<file path="src/hw/rtl/smi_pkg.sv">
// smi_pkg: shared types, constants and lookup tables for the stepper motor indexer.
// Used by every module under hw/rtl; depends on nothing.
package smi_pkg;

    localparam int MICROSTEPS_DEF = 8;
    localparam int FULL_TABLE     = 32;

    localparam logic [23:0] MIN_PERIOD = 24'd100;

    // configuration register indexes
    localparam logic [1:0] CFG_DRIVE_MODE  = 2'd0;
    localparam logic [1:0] CFG_INVERT_DIR  = 2'd1;
    localparam logic [1:0] CFG_DRIVE_LEVEL = 2'd2;

    // drive modes (any mode with bit 1 set is step/dir)
    localparam logic [1:0] MODE_HALF  = 2'd0;
    localparam logic [1:0] MODE_MICRO = 2'd1;

    // item kinds
    localparam logic KIND_MOVE = 1'b0;
    localparam logic KIND_TICK = 1'b1;

    // winding drive codes
    localparam logic [1:0] WIND_OFF = 2'd0;
    localparam logic [1:0] WIND_POS = 2'd1;
    localparam logic [1:0] WIND_NEG = 2'd2;

    typedef struct packed {
        logic [1:0] drive_mode;
        logic       invert_direction;
        logic [7:0] drive_level;
    } cfg_t;

    typedef struct packed {
        logic              timer_run;
        logic [23:0]       timer_period;
        logic              is_moving;
        logic signed [31:0] current_position;
        logic              step_direction;
        logic              step_pulse;
        logic [7:0]        pwm_b;
        logic [7:0]        pwm_a;
        logic [1:0]        winding_b;
        logic [1:0]        winding_a;
    } result_t;

    function automatic logic [1:0] half_a(input logic [2:0] h);
        logic [1:0] w;
        case (h)
            3'd0, 3'd1, 3'd2: w = WIND_POS;
            3'd4, 3'd5, 3'd6: w = WIND_NEG;
            default:          w = WIND_OFF;
        endcase
        return w;
    endfunction

    function automatic logic [1:0] half_b(input logic [2:0] h);
        logic [1:0] w;
        case (h)
            3'd0, 3'd6, 3'd7: w = WIND_NEG;
            3'd2, 3'd3, 3'd4: w = WIND_POS;
            default:          w = WIND_OFF;
        endcase
        return w;
    endfunction

    // quarter sine, 0..255 over 33 points
    function automatic logic [7:0] sine_q(input logic [5:0] idx);
        logic [7:0] v;
        case (idx)
            6'd0:  v = 8'd0;    6'd1:  v = 8'd12;   6'd2:  v = 8'd25;   6'd3:  v = 8'd37;
            6'd4:  v = 8'd50;   6'd5:  v = 8'd62;   6'd6:  v = 8'd74;   6'd7:  v = 8'd86;
            6'd8:  v = 8'd98;   6'd9:  v = 8'd109;  6'd10: v = 8'd121;  6'd11: v = 8'd131;
            6'd12: v = 8'd142;  6'd13: v = 8'd153;  6'd14: v = 8'd163;  6'd15: v = 8'd172;
            6'd16: v = 8'd181;  6'd17: v = 8'd190;  6'd18: v = 8'd198;  6'd19: v = 8'd206;
            6'd20: v = 8'd213;  6'd21: v = 8'd220;  6'd22: v = 8'd226;  6'd23: v = 8'd232;
            6'd24: v = 8'd237;  6'd25: v = 8'd241;  6'd26: v = 8'd245;  6'd27: v = 8'd249;
            6'd28: v = 8'd251;  6'd29: v = 8'd252;  6'd30: v = 8'd253;  6'd31: v = 8'd254;
            default: v = 8'd255;
        endcase
        return v;
    endfunction

endpackage

</file>
<file path="src/hw/rtl/smi_cfg_regs.sv">
// smi_cfg_regs: configuration register file (drive mode, invert, drive level).
// Depends on smi_pkg.
module smi_cfg_regs
(
    input  logic              clk,
    input  logic              rst_n,
    input  logic              cfg_valid,
    input  logic [1:0]        cfg_index,
    input  logic [7:0]        cfg_data,
    output smi_pkg::cfg_t     cfg
);

    smi_pkg::cfg_t cfg_reg;

    always_ff @(posedge clk or negedge rst_n)
    begin
        if (!rst_n)
        begin
            cfg_reg.drive_mode       <= smi_pkg::MODE_HALF;
            cfg_reg.invert_direction <= 1'b0;
            cfg_reg.drive_level      <= 8'd255;
        end
        else if (cfg_valid)
        begin
            case (cfg_index)
                smi_pkg::CFG_DRIVE_MODE:  cfg_reg.drive_mode       <= cfg_data[1:0];
                smi_pkg::CFG_INVERT_DIR:  cfg_reg.invert_direction <= cfg_data[0];
                smi_pkg::CFG_DRIVE_LEVEL: cfg_reg.drive_level      <= cfg_data;
                default: ;
            endcase
        end
    end

    assign cfg = cfg_reg;

endmodule

</file>
<file path="src/hw/rtl/smi_duty.sv">
// smi_duty: one microstep duty value, sine table entry scaled by level/255.
// Depends on smi_pkg.
module smi_duty
#(
    parameter int MICROSTEPS = smi_pkg::MICROSTEPS_DEF
)
(
    input  logic [$clog2(MICROSTEPS+1)-1:0] n,
    input  logic [7:0]                      level,
    output logic [7:0]                      duty
);

    localparam int NW     = $clog2(MICROSTEPS + 1);
    localparam int STRIDE = smi_pkg::FULL_TABLE / MICROSTEPS;

    logic [NW+5:0] idx_full;
    logic [5:0]    idx;
    logic [15:0]   prod;
    logic [16:0]   scaled;

    assign idx_full = (NW + 6)'(n) * (NW + 6)'(STRIDE);
    assign idx      = (idx_full > (NW + 6)'(smi_pkg::FULL_TABLE)) ? 6'(smi_pkg::FULL_TABLE)
                                                                  : idx_full[5:0];
    assign prod     = 16'(smi_pkg::sine_q(idx)) * 16'(level);
    // exact floor(x/255) for x up to 255*255, the largest product
    assign scaled   = 17'(prod) + 17'(prod[15:8]) + 17'd1;
    assign duty     = scaled[15:8];

endmodule

</file>
<file path="src/hw/rtl/smi_step_engine.sv">
// smi_step_engine: motion state (position, goal, phases, drive, timer) and the
// per-transaction next-state logic. Depends on smi_pkg and smi_duty.
module smi_step_engine
#(
    parameter int MICROSTEPS = smi_pkg::MICROSTEPS_DEF
)
(
    input  logic               clk,
    input  logic               rst_n,
    input  logic               fire,
    input  smi_pkg::cfg_t      cfg,
    input  logic               kind,
    input  logic signed [31:0] target_position,
    input  logic [23:0]        step_period,
    output smi_pkg::result_t   result
);

    localparam int PW = $clog2(MICROSTEPS);
    localparam int NW = $clog2(MICROSTEPS + 1);
    localparam logic [PW-1:0] PMAX = PW'(MICROSTEPS - 1);

    logic signed [31:0] pos_reg, pos_next;
    logic signed [31:0] goal_reg, goal_next;
    logic               moving_reg, moving_next;
    logic               fwd_reg, fwd_next;
    logic [2:0]         hp_reg, hp_next;
    logic [1:0]         quad_reg, quad_next;
    logic [PW-1:0]      sub_reg, sub_next;
    logic [1:0]         wa_reg, wa_next, wb_reg, wb_next;
    logic [7:0]         da_reg, da_next, db_reg, db_next;
    logic [23:0]        per_reg, per_next;
    logic               run_reg, run_next;

    logic [2:0]    hp_adv, h_idx;
    logic [1:0]    quad_adv;
    logic [PW-1:0] sub_adv;
    logic [NW-1:0] n_p, n_j, n_a, n_b;
    logic [7:0]    duty_a, duty_b;
    logic          pulse;
    logic          stepdir;

    // phase advance for one step in the latched direction
    assign hp_adv   = fwd_reg ? hp_reg + 3'd1 : hp_reg - 3'd1;
    assign h_idx    = cfg.invert_direction ? 3'd7 - hp_adv : hp_adv;
    assign sub_adv  = fwd_reg ? ((sub_reg == PMAX) ? '0 : sub_reg + PW'(1))
                              : ((sub_reg == '0) ? PMAX : sub_reg - PW'(1));
    assign quad_adv = fwd_reg ? quad_reg + 2'((sub_reg == PMAX))
                              : quad_reg - 2'((sub_reg == '0));
    assign n_p      = NW'(sub_adv);
    assign n_j      = NW'(MICROSTEPS) - n_p;
    assign n_a      = quad_adv[0] ? n_p : n_j;
    assign n_b      = quad_adv[0] ? n_j : n_p;
    assign stepdir  = cfg.drive_mode[1];

    smi_duty #(.MICROSTEPS(MICROSTEPS)) u_duty_a
    (
        .n     (n_a),
        .level (cfg.drive_level),
        .duty  (duty_a)
    );

    smi_duty #(.MICROSTEPS(MICROSTEPS)) u_duty_b
    (
        .n     (n_b),
        .level (cfg.drive_level),
        .duty  (duty_b)
    );

    always_comb
    begin
        pos_next    = pos_reg;
        goal_next   = goal_reg;
        moving_next = moving_reg;
        fwd_next    = fwd_reg;
        hp_next     = hp_reg;
        quad_next   = quad_reg;
        sub_next    = sub_reg;
        wa_next     = wa_reg;
        wb_next     = wb_reg;
        da_next     = da_reg;
        db_next     = db_reg;
        per_next    = per_reg;
        run_next    = run_reg;
        pulse       = 1'b0;

        if (kind == smi_pkg::KIND_MOVE)
        begin
            goal_next = target_position;
            if (pos_reg == target_position)
            begin
                moving_next = 1'b0;
                fwd_next    = 1'b0;
                wa_next     = smi_pkg::WIND_OFF;
                wb_next     = smi_pkg::WIND_OFF;
            end
            else
            begin
                moving_next = 1'b1;
                fwd_next    = !(target_position < pos_reg);
                per_next    = (step_period < smi_pkg::MIN_PERIOD) ? smi_pkg::MIN_PERIOD
                                                                 : step_period;
                run_next    = 1'b1;
            end
        end
        else if (moving_reg && (pos_reg == goal_reg))
        begin
            moving_next = 1'b0;
            fwd_next    = 1'b0;
            wa_next     = smi_pkg::WIND_OFF;
            wb_next     = smi_pkg::WIND_OFF;
            run_next    = 1'b0;
        end
        else if (moving_reg)
        begin
            pos_next  = fwd_reg ? pos_reg + 32'sd1 : pos_reg - 32'sd1;
            hp_next   = hp_adv;
            quad_next = quad_adv;
            sub_next  = sub_adv;
            pulse     = stepdir;
            case (cfg.drive_mode)
                smi_pkg::MODE_HALF:
                begin
                    wa_next = smi_pkg::half_a(h_idx);
                    wb_next = smi_pkg::half_b(h_idx);
                end
                smi_pkg::MODE_MICRO:
                begin
                    da_next = duty_a;
                    db_next = duty_b;
                    if (quad_adv[0])
                    begin
                        wa_next = (quad_adv == 2'd1) ? smi_pkg::WIND_POS : smi_pkg::WIND_NEG;
                        wb_next = (quad_adv == 2'd1) ? smi_pkg::WIND_NEG : smi_pkg::WIND_POS;
                    end
                    else
                    begin
                        wa_next = (quad_adv == 2'd0) ? smi_pkg::WIND_POS : smi_pkg::WIND_NEG;
                        wb_next = (quad_adv == 2'd0) ? smi_pkg::WIND_POS : smi_pkg::WIND_NEG;
                    end
                end
                default: ;
            endcase
        end

        result.winding_a        = stepdir ? smi_pkg::WIND_OFF : wa_next;
        result.winding_b        = stepdir ? smi_pkg::WIND_OFF : wb_next;
        result.pwm_a            = (cfg.drive_mode == smi_pkg::MODE_MICRO) ? da_next : 8'd0;
        result.pwm_b            = (cfg.drive_mode == smi_pkg::MODE_MICRO) ? db_next : 8'd0;
        result.step_pulse       = pulse;
        result.step_direction   = fwd_next ^ cfg.invert_direction;
        result.current_position = pos_next;
        result.is_moving        = moving_next;
        result.timer_period     = per_next;
        result.timer_run        = run_next;
    end

    always_ff @(posedge clk or negedge rst_n)
    begin
        if (!rst_n)
        begin
            pos_reg    <= '0;
            goal_reg   <= '0;
            moving_reg <= 1'b0;
            fwd_reg    <= 1'b0;
            hp_reg     <= '0;
            quad_reg   <= '0;
            sub_reg    <= '0;
            wa_reg     <= smi_pkg::WIND_OFF;
            wb_reg     <= smi_pkg::WIND_OFF;
            da_reg     <= '0;
            db_reg     <= '0;
            per_reg    <= '0;
            run_reg    <= 1'b0;
        end
        else if (fire)
        begin
            pos_reg    <= pos_next;
            goal_reg   <= goal_next;
            moving_reg <= moving_next;
            fwd_reg    <= fwd_next;
            hp_reg     <= hp_next;
            quad_reg   <= quad_next;
            sub_reg    <= sub_next;
            wa_reg     <= wa_next;
            wb_reg     <= wb_next;
            da_reg     <= da_next;
            db_reg     <= db_next;
            per_reg    <= per_next;
            run_reg    <= run_next;
        end
    end

endmodule

</file>
<file path="src/hw/rtl/stepper_motor_indexer_core.sv">
// stepper_motor_indexer_core: top level, input register, output register, handshakes.
// Depends on smi_pkg, smi_cfg_regs, smi_step_engine.
//
//  channel   | direction | transaction when         | payload
//  ----------+-----------+--------------------------+---------------------------------
//  s_*       | in        | s_tvalid && s_tready     | tuser: kind; tdata: target, period
//  m_*       | out       | m_tvalid && m_tready     | tdata: one result per item
//  cfg_*     | in        | cfg_valid && cfg_ready   | cfg_index, cfg_data
//
// One item per cycle sustained while m_tready is high; an item passes the input
// register, then the state update and result register in one pass, before m_tvalid rises.
// The position/phase state is updated in the same cycle the result register loads.
// Reset clears the motion state and all valid flags; no clearing pass.
// A stalled output holds its result; one further item waits in the input register.
module stepper_motor_indexer_core
#(
    parameter int MICROSTEPS = smi_pkg::MICROSTEPS_DEF
)
(
    input  logic        clk,
    input  logic        rst_n,
    input  logic        s_tvalid,
    output logic        s_tready,
    input  logic [55:0] s_tdata,   // [31:0] target_position, [55:32] step_period
    input  logic [0:0]  s_tuser,   // [0] kind
    output logic        m_tvalid,
    input  logic        m_tready,
    output logic [79:0] m_tdata,   // [1:0] winding_a, [3:2] winding_b, [11:4] pwm_a,
                                   // [19:12] pwm_b, [20] step_pulse, [21] step_direction,
                                   // [53:22] current_position, [54] is_moving,
                                   // [78:55] timer_period, [79] timer_run
    input  logic        cfg_valid,
    output logic        cfg_ready,
    input  logic [1:0]  cfg_index,
    input  logic [7:0]  cfg_data
);

    smi_pkg::cfg_t    cfg;
    smi_pkg::result_t result;

    logic               in_valid_reg;
    logic               in_kind_reg;
    logic signed [31:0] in_target_reg;
    logic [23:0]        in_period_reg;
    logic               out_valid_reg;
    smi_pkg::result_t   out_data_reg;
    logic               fire;

    assign fire      = in_valid_reg && (!out_valid_reg || m_tready);
    assign s_tready  = !in_valid_reg || fire;
    assign cfg_ready = 1'b1;
    assign m_tvalid  = out_valid_reg;
    assign m_tdata   = out_data_reg;

    smi_cfg_regs u_cfg
    (
        .clk       (clk),
        .rst_n     (rst_n),
        .cfg_valid (cfg_valid),
        .cfg_index (cfg_index),
        .cfg_data  (cfg_data),
        .cfg       (cfg)
    );

    smi_step_engine #(.MICROSTEPS(MICROSTEPS)) u_engine
    (
        .clk             (clk),
        .rst_n           (rst_n),
        .fire            (fire),
        .cfg             (cfg),
        .kind            (in_kind_reg),
        .target_position (in_target_reg),
        .step_period     (in_period_reg),
        .result          (result)
    );

    always_ff @(posedge clk or negedge rst_n)
    begin
        if (!rst_n)
        begin
            in_valid_reg  <= 1'b0;
            out_valid_reg <= 1'b0;
        end
        else
        begin
            if (s_tvalid && s_tready)
            begin
                in_valid_reg <= 1'b1;
            end
            else if (fire)
            begin
                in_valid_reg <= 1'b0;
            end

            if (fire)
            begin
                out_valid_reg <= 1'b1;
            end
            else if (m_tready)
            begin
                out_valid_reg <= 1'b0;
            end
        end
    end

    always_ff @(posedge clk)
    begin
        if (s_tvalid && s_tready)
        begin
            in_kind_reg   <= s_tuser[0];
            in_target_reg <= $signed(s_tdata[31:0]);
            in_period_reg <= s_tdata[55:32];
        end
        if (fire)
        begin
            out_data_reg <= result;
        end
    end

    // a moving motor always has its tick timer running
    assert property (@(posedge clk) disable iff (!rst_n)
        out_valid_reg |-> (!out_data_reg.is_moving || out_data_reg.timer_run))
        else $error("moving with timer stopped");

    // a running timer was loaded with a clamped period
    assert property (@(posedge clk) disable iff (!rst_n)
        (out_valid_reg && out_data_reg.timer_run) |->
            (out_data_reg.timer_period >= smi_pkg::MIN_PERIOD))
        else $error("timer running below minimum period");

    // a step pulse only comes from a tick that leaves the motor moving
    assert property (@(posedge clk) disable iff (!rst_n)
        (out_valid_reg && out_data_reg.step_pulse) |-> out_data_reg.is_moving)
        else $error("step pulse while stopped");

endmodule

</file>
<file path="config.mk">
export PLATFORM = sky130hd
export DESIGN_NAME = stepper_motor_indexer_core
export DESIGN_NICKNAME = d
export VERILOG_FILES = /design/src/hw/rtl/smi_pkg.sv /design/src/hw/rtl/smi_cfg_regs.sv /design/src/hw/rtl/smi_duty.sv /design/src/hw/rtl/smi_step_engine.sv /design/src/hw/rtl/stepper_motor_indexer_core.sv
export SDC_FILE = /design/constraint.sdc
export NUM_CORES = 1
export LEC_CHECK = 0
export ABC_AREA = 1
export BUFFER_PORTS_ARGS = -buffer_cell sky130_fd_sc_hd__clkbuf_2
export CAP_MARGIN = 20
export CELL_PAD_IN_SITES_DETAIL_PLACEMENT = 1
export CELL_PAD_IN_SITES_GLOBAL_PLACEMENT = 1
export CORE_ASPECT_RATIO = 0.6
export CORE_MARGIN = 1
export CORE_UTILIZATION = 47
export CTS_CLUSTER_DIAMETER = 60
export DETAILED_ROUTE_END_ITERATION = 8
export PLACE_DENSITY = 0.87
export SETUP_SLACK_MARGIN = 0.5
export SLEW_MARGIN = 15
export SYNTH_ARGS = -nofsm -noshare
export SYNTH_HDL_FRONTEND = slang
export SYNTH_SLANG_ARGS = --single-unit
</file>
<file path="constraint.sdc">
create_clock -name clk -period 9.75 [get_ports clk]
set_clock_uncertainty 0.1 [all_clocks]
set_input_delay 0.975 -clock clk [delete_from_list [all_inputs] [get_ports clk]]
set_output_delay 0.975 -clock clk [all_outputs]
set_load 0.03 [all_outputs]
</file>
[Yosys cells after proc, flatten, opt, wreduce, memory -nomap -nowiden]
Memory sizes are Yosys's and may differ from the RTL's.
Cells that the tools add are included.
Cells by class
  shift operators: 0
  multipliers: 2
  reductions and logical operators: 25
  magnitude comparators: 4
  $add $sub $neg: 14
  muxes and demuxes: 57
  divide/modulo/power cells: 0
  eq/ne operators: 14
  bitwise gates (word level): 4
Operators by type and width (count)
  $mux W32: 4
  $mux W8: 10
  $mux W24: 3
  $eq A32 B32 Y1: 2
  $add A16 B1 Y16 const B: 2
  $add A16 B8 Y16: 2
  $add A32 B2 Y32 const B: 1
  $lt A32 B32 Y1: 1
  $mul A8 B8 Y16: 2
  $sub A32 B2 Y32 const B: 1
  $mux W2: 14
  $lt A24 B7 Y1 const B: 1
  $pmux W2 S2: 4
  $eq A3 B3 Y1 const B: 5
  $mux W3: 5
  $reduce_or A3 Y1: 5
  $mux W1: 13
  $gt A6 B6 Y1 const B: 2
  $mux W6: 2
  $mux W4: 2
  $reduce_and A2 Y1: 4
  $add A3 B1 Y3 const B: 2
  $eq A2 B1 Y1 const B: 3
  $eq A3 B2 Y1 const B: 2
  other kinds (16): 28
Storage, ports and cells
  bits in writable memories: 0
  memory bits (read-only): 512
  input bits: 72
  flip-flop bits (word level): 269
  bits in latches: 0
  memories kept: 2
Memories
  (no name shown): words 32, bits a word 8, read ports 1, clocked after memory_dff 0, wr ports 0, line smi_pkg.sv:70  | case (idx)
  (no name shown): words 32, bits a word 8, read ports 1, clocked after memory_dff 0, wr ports 0, line smi_pkg.sv:70

[Longest topological paths before layout]
Gate-level depths: netlist of run 1.
An unclocked memory read counts as a cell.
  word-level depth: 16
  mapped depth: 50
  mapped depth without buffers: 50

[Hierarchy]
Synthesis of run 1 repeated with hierarchy kept, for this count alone.
Unflattened totals
  cell total of the unflattened synthesis: 2476
  area, all modules: 19991.7 µm²
By module, submodules not included
  smi_step_engine: times used 1, cells an instance 1321, area each 9332.7 µm², seq. area each 2977.9 µm²
  stepper_motor_indexer_core: times used 1, cells an instance 151, area each 4220.3 µm², seq. area each 4164.0 µm²
  smi_duty (u_engine.u_duty_b): times used 1, cells an instance 478, area each 2974.1 µm², seq. area each 0.0 µm²
  smi_duty (u_engine.u_duty_a): times used 1, cells an instance 474, area each 2966.6 µm², seq. area each 0.0 µm²
  smi_cfg_regs: times used 1, cells an instance 52, area each 498.0 µm², seq. area each 285.3 µm²

[Worst setup path after synthesis of run 1]
OpenSTA, ideal clock, no wires.
  kind: reg-to-reg
  start: reg u_engine.fwd_reg
  end: reg out_data_reg, in the netlist m_tdata[14], data pin
  clock period less this slack: 7826 ps
  data required time: 9383 ps
  arrival time: 7459 ps
  setup slack: 1924 ps
  buffers on the path: 2
  cell stages (with the launch flop): 45
  cell sequence: dfrtp_1 -> buf_6 -> clkinv_2 -> nand3_1 -> nand2_1 -> ha_1 -> clkbuf_1 -> inv_1 -> nor2_1 -> nand2_1 -> o21ai_0 -> inv_1 -> ha_1 -> o21ai_0 -> nand2_1 -> inv_1 -> nor2_1 -> fa_1 -> (+9 left out) -> nor2_1 -> nand3_1 -> nand3_1 -> a21oi_1 -> o21bai_1 -> xor2_1 -> inv_1 -> ha_1 -> nand2_1 -> inv_1 -> nand2_1 -> nand2_1 -> inv_1 -> nand3_2 -> nand3_1 -> nand3_2 -> nand2_1 -> nor2_1
On the way
  elaborated cells on any way between the ends: 15
  classes of those cells: add/sub: 3; mul: 1; order compare: 1; mux: 9; memory: 1
RTL lines
  from (decl): line smi_step_engine.sv:25  | logic fwd_reg, fwd_next;
  from (signal assigned): line smi_step_engine.sv:180  | fwd_reg <= fwd_next;
  $mux W2 (*): line smi_step_engine.sv:47  | assign quad_adv = fwd_reg ? quad_reg + 2'((sub_reg == PMAX))
  named net u_engine.quad_adv[0]: line smi_step_engine.sv:35  | logic [1:0] quad_adv;
  $mux W4 (*): line smi_step_engine.sv:52  | assign n_b = quad_adv[0] ? n_j : n_p;
  $gt A6 B6 Y1: line smi_duty.sv:22  | assign idx = (idx_full > (NW + 6)'(smi_pkg::FULL_TABLE)) ? 6'(smi_pkg::FULL_TABLE)
  $mux W6 (*): line smi_duty.sv:22
  $mem_v2 Z32 W8
  $mux W8 (*): line smi_pkg.sv:70
  $mul A8 B8 Y16 (*): line smi_duty.sv:24  | assign prod = 16'(smi_pkg::sine_q(idx)) * 16'(level);
  $add A16 B8 Y16 (*): line smi_duty.sv:26  | assign scaled = 17'(prod) + 17'(prod[15:8]) + 17'd1;
  $add A16 B1 Y16 (*): line smi_duty.sv:26
  $mux W8 (*): line smi_step_engine.sv:120  | case (cfg.drive_mode)
  $mux W8 (*): line smi_step_engine.sv:113  | else if (moving_reg)
  $mux W8 (*): line smi_step_engine.sv:105  | else if (moving_reg && (pos_reg == goal_reg))
  $mux W8 (*): line smi_step_engine.sv:86  | if (kind == smi_pkg::KIND_MOVE)
  to (signal assigned): line stepper_motor_indexer_core.sv:116  | out_data_reg <= result;
  to (decl): line stepper_motor_indexer_core.sv:46  | smi_pkg::result_t out_data_reg;
Mark *: on every way through the listed nets, which the timed path passes. The rest lies on a longest branch.
A chain may end at the register's enable or synchronous reset.

[Worst setup path in the final report of run 1]
  start: reg u_engine.sub_reg[0]
  end: reg out_data_reg, in the netlist m_tdata[6], data pin
On the way
  longest elaborated chain between the ends: 16
  elaborated cells on any way between the ends: 23
  classes of those cells: add/sub: 7; mul: 1; order compare: 1; eq/ne: 1; mux: 11; reduce/logical: 1; memory: 1
RTL lines
  from (decl): line smi_step_engine.sv:28  | logic [PW-1:0] sub_reg, sub_next;
  from (signal assigned): line smi_step_engine.sv:183  | sub_reg <= sub_next;
  $sub A3 B1 Y3 (tied with other cells): line smi_step_engine.sv:46  | : ((sub_reg == '0) ? PMAX : sub_reg - PW'(1));
  $mux W3, on equally long branches: line smi_step_engine.sv:46, smi_step_engine.sv:45
  $mux W3: line smi_step_engine.sv:45  | assign sub_adv = fwd_reg ? ((sub_reg == PMAX) ? '0 : sub_reg + PW'(1))
  $sub A4 B3 Y4: line smi_step_engine.sv:50  | assign n_j = NW'(MICROSTEPS) - n_p;
  $mux W4 (*): line smi_step_engine.sv:51  | assign n_a = quad_adv[0] ? n_p : n_j;
  $gt A6 B6 Y1: line smi_duty.sv:22
  $mux W6 (*): line smi_duty.sv:22
  $mem_v2 Z32 W8
  $mux W8 (*): line smi_pkg.sv:70
  $mul A8 B8 Y16 (*): line smi_duty.sv:24
  $add A16 B8 Y16 (*): line smi_duty.sv:26
  $add A16 B1 Y16 (*): line smi_duty.sv:26
  $mux W8 (*): line smi_step_engine.sv:120
  $mux W8 (*): line smi_step_engine.sv:113
  $mux W8 (*): line smi_step_engine.sv:105
  $mux W8 (*): line smi_step_engine.sv:86
Every way passes the cells marked *; elsewhere a longest branch is shown, timed or not.

==> results_dict.tcl, run 1 <==
set metrics [dict create \
    ant_nets 0 \
    synth_edf_count 137 \
    end_kind "flip-flop" \
    slowest_delay_ns 0.58 \
    cts_tree "done" \
    synth_seq_area_share 0.389 \
    slew_headroom 0.322 \
    via_per_inst 5.65 \
    status "complete, no violations" \
    drc 0 \
    cp_top_family "adder cells" \
    overflow 0 \
    grt_pass1_wl_mm 96.1 \
    dp_hpwl_mm 46.0 \
    synth-async-reset-ratio 0.491 \
    cts-root-buf "clkbuf_16" \
    nNetsFinal 2704 \
    syn2layout_area_growth_pct 11.6 \
    max_freq_mhz 116 \
    syn_area_per_cell_um2 8.50 \
    synth_warnings 0 \
    setup_tns_ns 0 \
    maxSlewViolCount 0 \
    coreArea_um2 39600 \
    setup_viol 0 \
    cp-start-kind "flip-flop" \
    dieArea_um2 41500 \
    num_rows 56 \
    crit_buf_inv 7 \
    ys_types 58 \
    syn_nets 2558 \
    wl_per_cell_um 21.3 \
    ioPinCount 155 \
    largest_reg_flops 80 \
    cts_sinks 269 \
    htreeDepth 1 \
    drt_iter0_markers 1424 \
    clk_latency_ns 0.61 \
    port_buffers 153 \
    final_layout_size_suffix_gt1_frac 0.136 \
    worstPathArrival_ns 8.87 \
    die_h_um 158 \
    gp_congestion 0.930 \
    numCtsBuffers 28 \
    syn_inst 2248 \
    hold_viol 0 \
    hold_path.class "input port to async pin" \
    required_ns 9.96 \
    grt_max_degree 89 \
    critPathKind "flip-flop to flip-flop" \
    rsz0062_at_grt "no" \
    clkTransAtPathRegs_ns 0.07 \
    critPathSlowestCell "fa_1" \
    max_slew.worst_pin.slew_ns 1.01 \
    start_util 0.483 \
    grt_pass1_vias 17301 \
    synth_flop_cell "edfxtp_1" \
    cts_max_path_buffers 3 \
    die_x_um 262 \
    ys_ff_latch 269 \
    antenna_found_initial 3 \
    drt-total-wl_mm 62.6 \
    finalCritPeriodShare 0.888 \
    firstDrtPassIters 5 \
    final_core_util 0.539 \
    synthesis.area_um2 19100 \
    critPathMaxFanout 6 \
    rrSetupSlack_ns 1.09 \
    layout_min_cycle_time_ns 8.66 \
    post-place-ws_ns 0.917 \
    vias 16614 \
    hold_slack_ns 0.242 \
    drv_cap 0 \
    fin_ws_ns 1.09 \
    path_common_cell "nand2_1" \
    grt_usage 0.297 \
]
==> metal layers <==
metal	share of wire	global-route usage	wire length (µm)	vias up
li1	-	-	-	7538
met1	0.46	0.424	28700	8349
met2	0.44	0.468	27700	608
met3	0.070	0.0530	4410	119
met4	0.028	0.0793	1780	0
met5	0	0	0	-
==> cell usage after synthesis, drive strengths merged, types with 17 or more instances <==
| cell type | number | area (µm²) |
|---|---|---|
| ha | 164 | 2050 |
| edfxtp | 137 | 4110 |
| buf | 17 | 100 |
| nor2 | 214 | 826 |
| xnor2 | 28 | 245 |
| xor2 | 41 | 404 |
| or2 | 31 | 194 |
| clkbuf | 31 | 118 |
| nand2 | 562 | 2160 |
| a21oi | 100 | 508 |
| fa | 74 | 1480 |
| dfrtp | 124 | 3100 |
| nand3 | 123 | 706 |
| o21ai | 124 | 624 |
| inv | 335 | 1260 |
| nand4 | 20 | 131 |
| mux2 | 26 | 293 |
==> kinds of logic after synthesis <==
family          after synthesis  share of synthesized area
xor+xnor                     69                     0.0340
buf+inv                     390                     0.0786
flops                       269                      0.389
compound gates              274                     0.0780
simple gates                981                      0.220
fa+ha+maj                   238                      0.185
other cells                   1                   0.000196
mux                          26                     0.0153
==> cell type report <==
type	count	area, µm²
Timing Repair Buffer	164	875
Tap cell	522	653
Multi-Input combinational cell	1589	10200
Antenna cell	2	5.00
Clock inverter	13	121
Inverter	342	1290
Sequential cell	269	7430
Fill cell	4706	18300
Clock buffer	39	752
==> cell usage in the layout (no fill, tap or decap), types with 9 or more instances in the layout <==
| cell | count |
|---|---|
| nand2_1 | 547 |
| inv_1 | 328 |
| nor2_1 | 205 |
| ha_1 | 164 |
| clkbuf_2 | 152 |
| edfxtp_1 | 137 |
| dfrtp_1 | 123 |
| o21ai_0 | 115 |
| nand3_1 | 105 |
| a21oi_1 | 96 |
| fa_1 | 74 |
| xor2_1 | 38 |
| xnor2_1 | 28 |
| or2_2 | 28 |
| clkbuf_16 | 28 |
| mux2_2 | 26 |
| nand4_1 | 19 |
| nand3_2 | 18 |
| a31oi_1 | 14 |
| nand2_2 | 13 |
| nor3_1 | 12 |
| clkinv_1 | 11 |
| clkbuf_1 | 10 |
| buf_4 | 10 |
| nor4_1 | 9 |
==> worst register-to-register path: cells and delay by family, from the launching register on <==
| family | cells | cell delay, ns |
|---|---|---|
| DFF | 1 | 0.45 |
| AOI/OAI and AO/OA | 5 | 1.00 |
| and+or+nand+nor | 22 | 2.31 |
| buffers and inverters | 7 | 0.60 |
| adders and majority gates | 10 | 3.90 |
==> through the flow <==
step                cell area [µm²]  cells
floorplan                     19100   2248
global placement              20400   2884
detailed placement            20400   2884
CTS                           21300   2936
global route                  21300   2940
finish                        21300   2940
==> final timing paths <==
kind,from,endpoint,cells after the start
worst max-delay path,u_engine.sub_reg[0],m_tdata[6],44
worst min-delay path,rst_n,u_engine.per_reg[16],1
worst max register to register,u_engine.sub_reg[0],m_tdata[6],44
worst min register to register,u_engine.da_reg[4],u_engine.da_reg[4],2
max in group asynchronous,rst_n,u_cfg.cfg[5],3
min in group clk,u_engine.da_reg[4],u_engine.da_reg[4],2
==> timing repair <==
item | in CTS | in global routing
setup buffers | 0 | 1
setup endpoints to repair | 0 | 32
resized for setup | 0 | 7
endpoints found under the hold margin | 0 | 0
hold buffers | 0 | 0
Power of run 1 is not shown: default switching activity piles up to over one toggle a cycle in this logic, so the estimate is an artifact.
==> inputs of run 2 (changes only) <==
--- a/config.mk
+++ b/config.mk
@@ -12,10 +12,10 @@
 export CELL_PAD_IN_SITES_GLOBAL_PLACEMENT = 1
 export CORE_ASPECT_RATIO = 0.6
 export CORE_MARGIN = 1
-export CORE_UTILIZATION = 47
+export CORE_UTILIZATION = 25
 export CTS_CLUSTER_DIAMETER = 60
 export DETAILED_ROUTE_END_ITERATION = 8
-export PLACE_DENSITY = 0.87
+export PLACE_DENSITY = 0.54
 export SETUP_SLACK_MARGIN = 0.5
 export SLEW_MARGIN = 15
 export SYNTH_ARGS = -nofsm -noshare
==> run 2 against run 1 <==
Effect of this change:
- routed wire length down 2.8%
- sequential share of layout area fell by 1.2 points
- design area increased by 3.6%
- critical path type unchanged
- critical endpoint is now m_tdata[14]
- highest routed layer unchanged
==> results_dict.tcl, run 2 (synthesis gave the netlist of run 1 again) <==
set metrics [dict create \
    start_util 0.253 \
    cts_hold_buf 0 \
    die_h_um 216 \
    grt-busiest-layer "met1" \
    wl_per_cell_um 17.8 \
    cp-start-kind "flip-flop" \
    cts_tree "done" \
    grt_pass1_wl_mm 96.8 \
    cts_max_path_buffers 3 \
    crit_buf_inv 8 \
    use_met3 0.0284 \
    critPathKind "flip-flop to flip-flop" \
    drt-total-wl_mm 60.9 \
    status "complete, no violations" \
    ant_nets 0 \
    via_per_inst 4.50 \
    htreeDepth 1 \
    port_buffers 153 \
    largest_reg_flops 80 \
    rsz0062_at_grt "no" \
    final_cell_mix "547 x nand2_1, 329 x inv_1, 205 x nor2_1" \
    setup_viol 0 \
    path_common_cell "nand2_1" \
    dieArea_um2 77600 \
    grt_max_degree 107 \
    gp_congestion 0.852 \
    end_kind "flip-flop" \
    rr_worst_depth 42 \
    grt_pass1_vias 16477 \
    clkTransAtPathRegs_ns 0.07 \
    drt_iter0_markers 877 \
    layout_min_cycle_time_ns 8.45 \
    final_layout_size_suffix_gt1_frac 0.140 \
    firstDrtPassIters 5 \
    hold_path.class "input port to async pin" \
    coreArea_um2 75600 \
    critPathSlowestCell "fa_1" \
    nNetsFinal 2708 \
    ioPinCount 155 \
    critPathMaxFanout 7 \
    required_ns 10.02 \
    setup_tns_ns 0 \
    vias 15402 \
    max_slew.worst_pin.slew_ns 1.20 \
    r2r-start "u_engine.sub_reg[0]" \
    cts_sinks 269 \
    dp_hpwl_mm 48.1 \
    clk_latency_ns 0.62 \
    die_x_um 359 \
    worstPathArrival_ns 8.72 \
    slew_headroom 0.194 \
    met2_usage 0.213 \
    crit_start "u_engine.sub_reg[0]" \
    hold_viol 0 \
    overflow 0 \
    drv_cap 0 \
    drc 0 \
    cts-root-buf "clkbuf_16" \
    antenna_found_initial 2 \
    cp_top_family "adder cells" \
    num_rows 78 \
    maxSlewViolCount 0 \
    finalCritPeriodShare 0.867 \
    slowest_delay_ns 0.56 \
    final_common_cell "nand2_1" \
    grt_usage 0.159 \
    syn2layout_area_growth_pct 15.7 \
    met1_usage 0.259 \
    numCtsBuffers 30 \
    max_freq_mhz 118 \
    cp.depth 42 \
]
[run 2: what timing repair did]
| item | 4_1_cts | 5_1_grt |
|---|---|---|
| resized for setup | 0 | 8 |
| buffers inserted | 0 | 0 |
| endpoints found under the setup margin | 0 | 32 |
[run 2: worst paths after layout]
kind	end	slack, ns
worst max-delay path	m_tdata[14]	1.30
worst min-delay path	u_engine.da_reg[3]	0.20
worst max register to register	m_tdata[14]	1.30
worst min register to register	u_engine.db_reg[7]	0.37
max in group asynchronous	u_engine.goal_reg[25]	7.57
min in group clk	u_engine.db_reg[7]	0.37
[run 2: worst reg2reg max path: cells and delay by family (launching register included)]
family,cells,cell delay [ns]
simple gates,19,2.11
compound gates,4,0.69
xor+xnor,1,0.24
buf+inv,8,0.80
flops,1,0.42
fa+ha+maj,10,3.85
[run 2: metrics by stage]
step                setup WS [ns]  cell area, µm²  utilization  hold WS, ns  std cells
floorplan                    1.92           19100            -        0.342       2248
detailed placement          0.858           21000        0.278        0.358       3366
finish                       1.30           22100        0.292        0.200       3424
global route                0.503           22100        0.292        0.212       3422
global placement            0.997           21000        0.278        0.354       3365
CTS                         0.847           22100        0.292        0.168       3422
[run 2: area by class of cell]
class	count	area, µm²
sequential	269	7430
antenna	2	5.00
clock buffer	39	805
tap	1000	1250
timing repair buffer	166	890
fill	8954	53500
inverter	342	1290
multi-input combinational	1589	10200
clock inverter	17	233
[run 2: per-layer routing]
metal	vias to the layer above	wire, µm
met2	234	22500
met1	7566	34800
met5	-	0
li1	7561	-
met3	41	2750
met4	0	794
Power of run 2 is left out for the same reason.
==> inputs of run 3 (changes only) <==
--- a/config.mk
+++ b/config.mk
@@ -20,4 +20,5 @@
 export SLEW_MARGIN = 15
 export SYNTH_ARGS = -nofsm -noshare
 export SYNTH_HDL_FRONTEND = slang
+export SYNTH_HIERARCHICAL = 1
 export SYNTH_SLANG_ARGS = --single-unit
==> run 3 against run 2 <==
Effect of this change:
- non-clock buffer count is 2 lower
- setup slack got worse by 0.20 ns
- sequential share of layout area is 1.6 points lower
- worst hold slack gained 0.16 ns
- via count grew 11%
- largest cell class unchanged
- die area up 4.6%
- global-route usage increased by 1.2 points
- highest routed layer unchanged
==> results_dict.tcl, run 3 <==
set metrics [dict create \
    status "complete, no violations" \
    post-place-ws_ns 0.683 \
    met1_usage 0.277 \
    synth-async-reset-ratio 0.491 \
    synth_most_common_cell "nand2_1" \
    path_common_cell "nand2_1" \
    largest_reg_flops 80 \
    final_cell_mix "644 x nand2_1, 380 x inv_1, 289 x nor2_1" \
    gp_congestion 0.896 \
    die_x_um 367 \
    antenna_found_initial 2 \
    overflow 0 \
    start_util 0.255 \
    dp_hpwl_mm 54.9 \
    final_common_cell "nand2_1" \
    ioPinCount 155 \
    cts-root-buf "clkbuf_16" \
    syn_area_per_cell_um2 8.07 \
    grt_pass1_wl_mm 107 \
    cts_sinks 269 \
    drt_iter0_markers 1216 \
    maxSlewViolCount 0 \
    synth_seq_area_share 0.372 \
    hold_viol 0 \
    drc 0 \
    yosys-top-cells-area "edfxtp_1 21%, dfrtp_1 16%, nand2_1 12%" \
    cts_tree "done" \
    critPathSlowestCell "fa_1" \
    required_ns 9.94 \
    end_kind "flip-flop" \
    synth_flop_cell "edfxtp_1" \
    ys_ff_latch 269 \
    vias 17083 \
    grt-busiest-layer "met1" \
    numCtsBuffers 34 \
    synth.top_cell.area_share 0.206 \
    grt_max_degree 73 \
    wl_per_cell_um 18.6 \
    ys_types 53 \
    syn_inst 2476 \
    port_buffers 153 \
    worstPathArrival_ns 8.85 \
    final_layout_size_suffix_gt1_frac 0.126 \
    syn_nets 2786 \
    critPathKind "flip-flop to flip-flop" \
    htreeDepth 2 \
    fin_ws_ns 1.09 \
    setup_tns_ns 0 \
    grt_pass1_vias 17621 \
    max_slew.worst_pin.slew_ns 0.962 \
    grt_usage 0.170 \
    synthTopCellsByCount "644 x nand2_1, 381 x inv_1, 294 x nor2_1" \
    rsz0062_at_grt "no" \
    diodes 0 \
    clk_latency_ns 0.56 \
    synth_top_area_cell "edfxtp_1" \
    setup_viol 0 \
    synthesis.area_um2 20000 \
    ant_nets 0 \
    syn2layout_area_growth_pct 16.2 \
    synth_warnings 6 \
    synth_edf_count 137 \
    slew_headroom 0.359 \
    die_h_um 221 \
    hold_path.class "input port to async pin" \
    met2_usage 0.226 \
    nNetsFinal 2943 \
    max_freq_mhz 116 \
    cts_hold_buf 0 \
    firstDrtPassIters 6 \
    num_rows 79 \
    cp-start-kind "flip-flop" \
    finalCritPeriodShare 0.888 \
    multi_input_area_um2 11000 \
    fillers 9418 \
    layout_min_cycle_time_ns 8.66 \
    via_per_inst 4.60 \
    clkTransAtPathRegs_ns 0.06 \
    seq_area_um2 7430 \
    dieArea_um2 81100 \
    coreArea_um2 78300 \
    use_met3 0.0347 \
    slowest_delay_ns 0.55 \
    critPathMaxFanout 8 \
    drv_cap 0 \
    drt-total-wl_mm 69.1 \
    cts_max_path_buffers 3 \
]
run 3: cell families after synthesis:
kind of cell | count (synthesis) | share of synthesized area
adder cells (fa/ha/maj) | 238 | 0.177
other | 1 | 0.000188
AND/OR/NAND/NOR | 1154 | 0.239
multiplexers | 28 | 0.0158
XOR/XNOR | 66 | 0.0297
buffers and inverters | 435 | 0.0854
AO/OA/AOI/OAI | 285 | 0.0817
flip-flops | 269 | 0.372
run 3: timing repair:
item | 4_1_cts | 5_1_grt
buffers inserted | 0 | 0
endpoints found under the setup margin | 0 | 27
gates resized for setup | 0 | 22
run 3: critical path, delay by kind of cell (launching register included):
kind	cells	cell delay, ns
AOI/OAI and AO/OA	5	1.05
xor gates and xnor gates	1	0.33
adders and majority gates	9	3.60
buffers and inverters	6	0.54
DFF	1	0.38
and+or+nand+nor	21	2.38
run 3: routing by layer:
layer | vias up | wire length [µm]
li1 | 8251 | -
met1 | 8453 | 37900
met2 | 324 | 26300
met3 | 55 | 3910
met4 | 0 | 886
met5 | - | 0
run 3: final cells by class:
class / instances / area share
tap: 1053 / 0.0567
multi-input combinational: 1772 / 0.472
clock inverter: 22 / 0.0127
clock buffer: 40 / 0.0380
inverter: 392 / 0.0635
sequential: 269 / 0.320
timing repair buffer: 164 / 0.0368
run 3: path summary, 6_finish.rpt:
check / start / endpoint / slack (ns) / cells past startpoint
worst max-delay path: u_engine/sub_reg[0] / m_tdata[13] / 1.09 / 42
worst min-delay path: rst_n / u_engine/goal_reg[23] / 0.36 / 1
worst max register to register: u_engine/sub_reg[0] / m_tdata[13] / 1.09 / 42
worst min register to register: u_engine/per_reg[7] / u_engine/per_reg[7] / 0.38 / 2
max in group asynchronous: rst_n / u_engine/fwd_reg / 7.57 / 2
min in group clk: u_engine/per_reg[7] / u_engine/per_reg[7] / 0.38 / 2
run 3: through the flow:
stage,std cells,util,hold slack [ns],area [µm²]
3_5_place_dp,3650,0.280,0.370,21900
4_1_cts,3712,0.295,0.367,23100
2_1_floorplan,2476,-,0.340,20000
3_3_place_gp,3650,0.280,0.362,21900
6_report,3712,0.297,0.363,23200
5_1_grt,3712,0.297,0.403,23200
Power of run 3 is left out for the same reason.
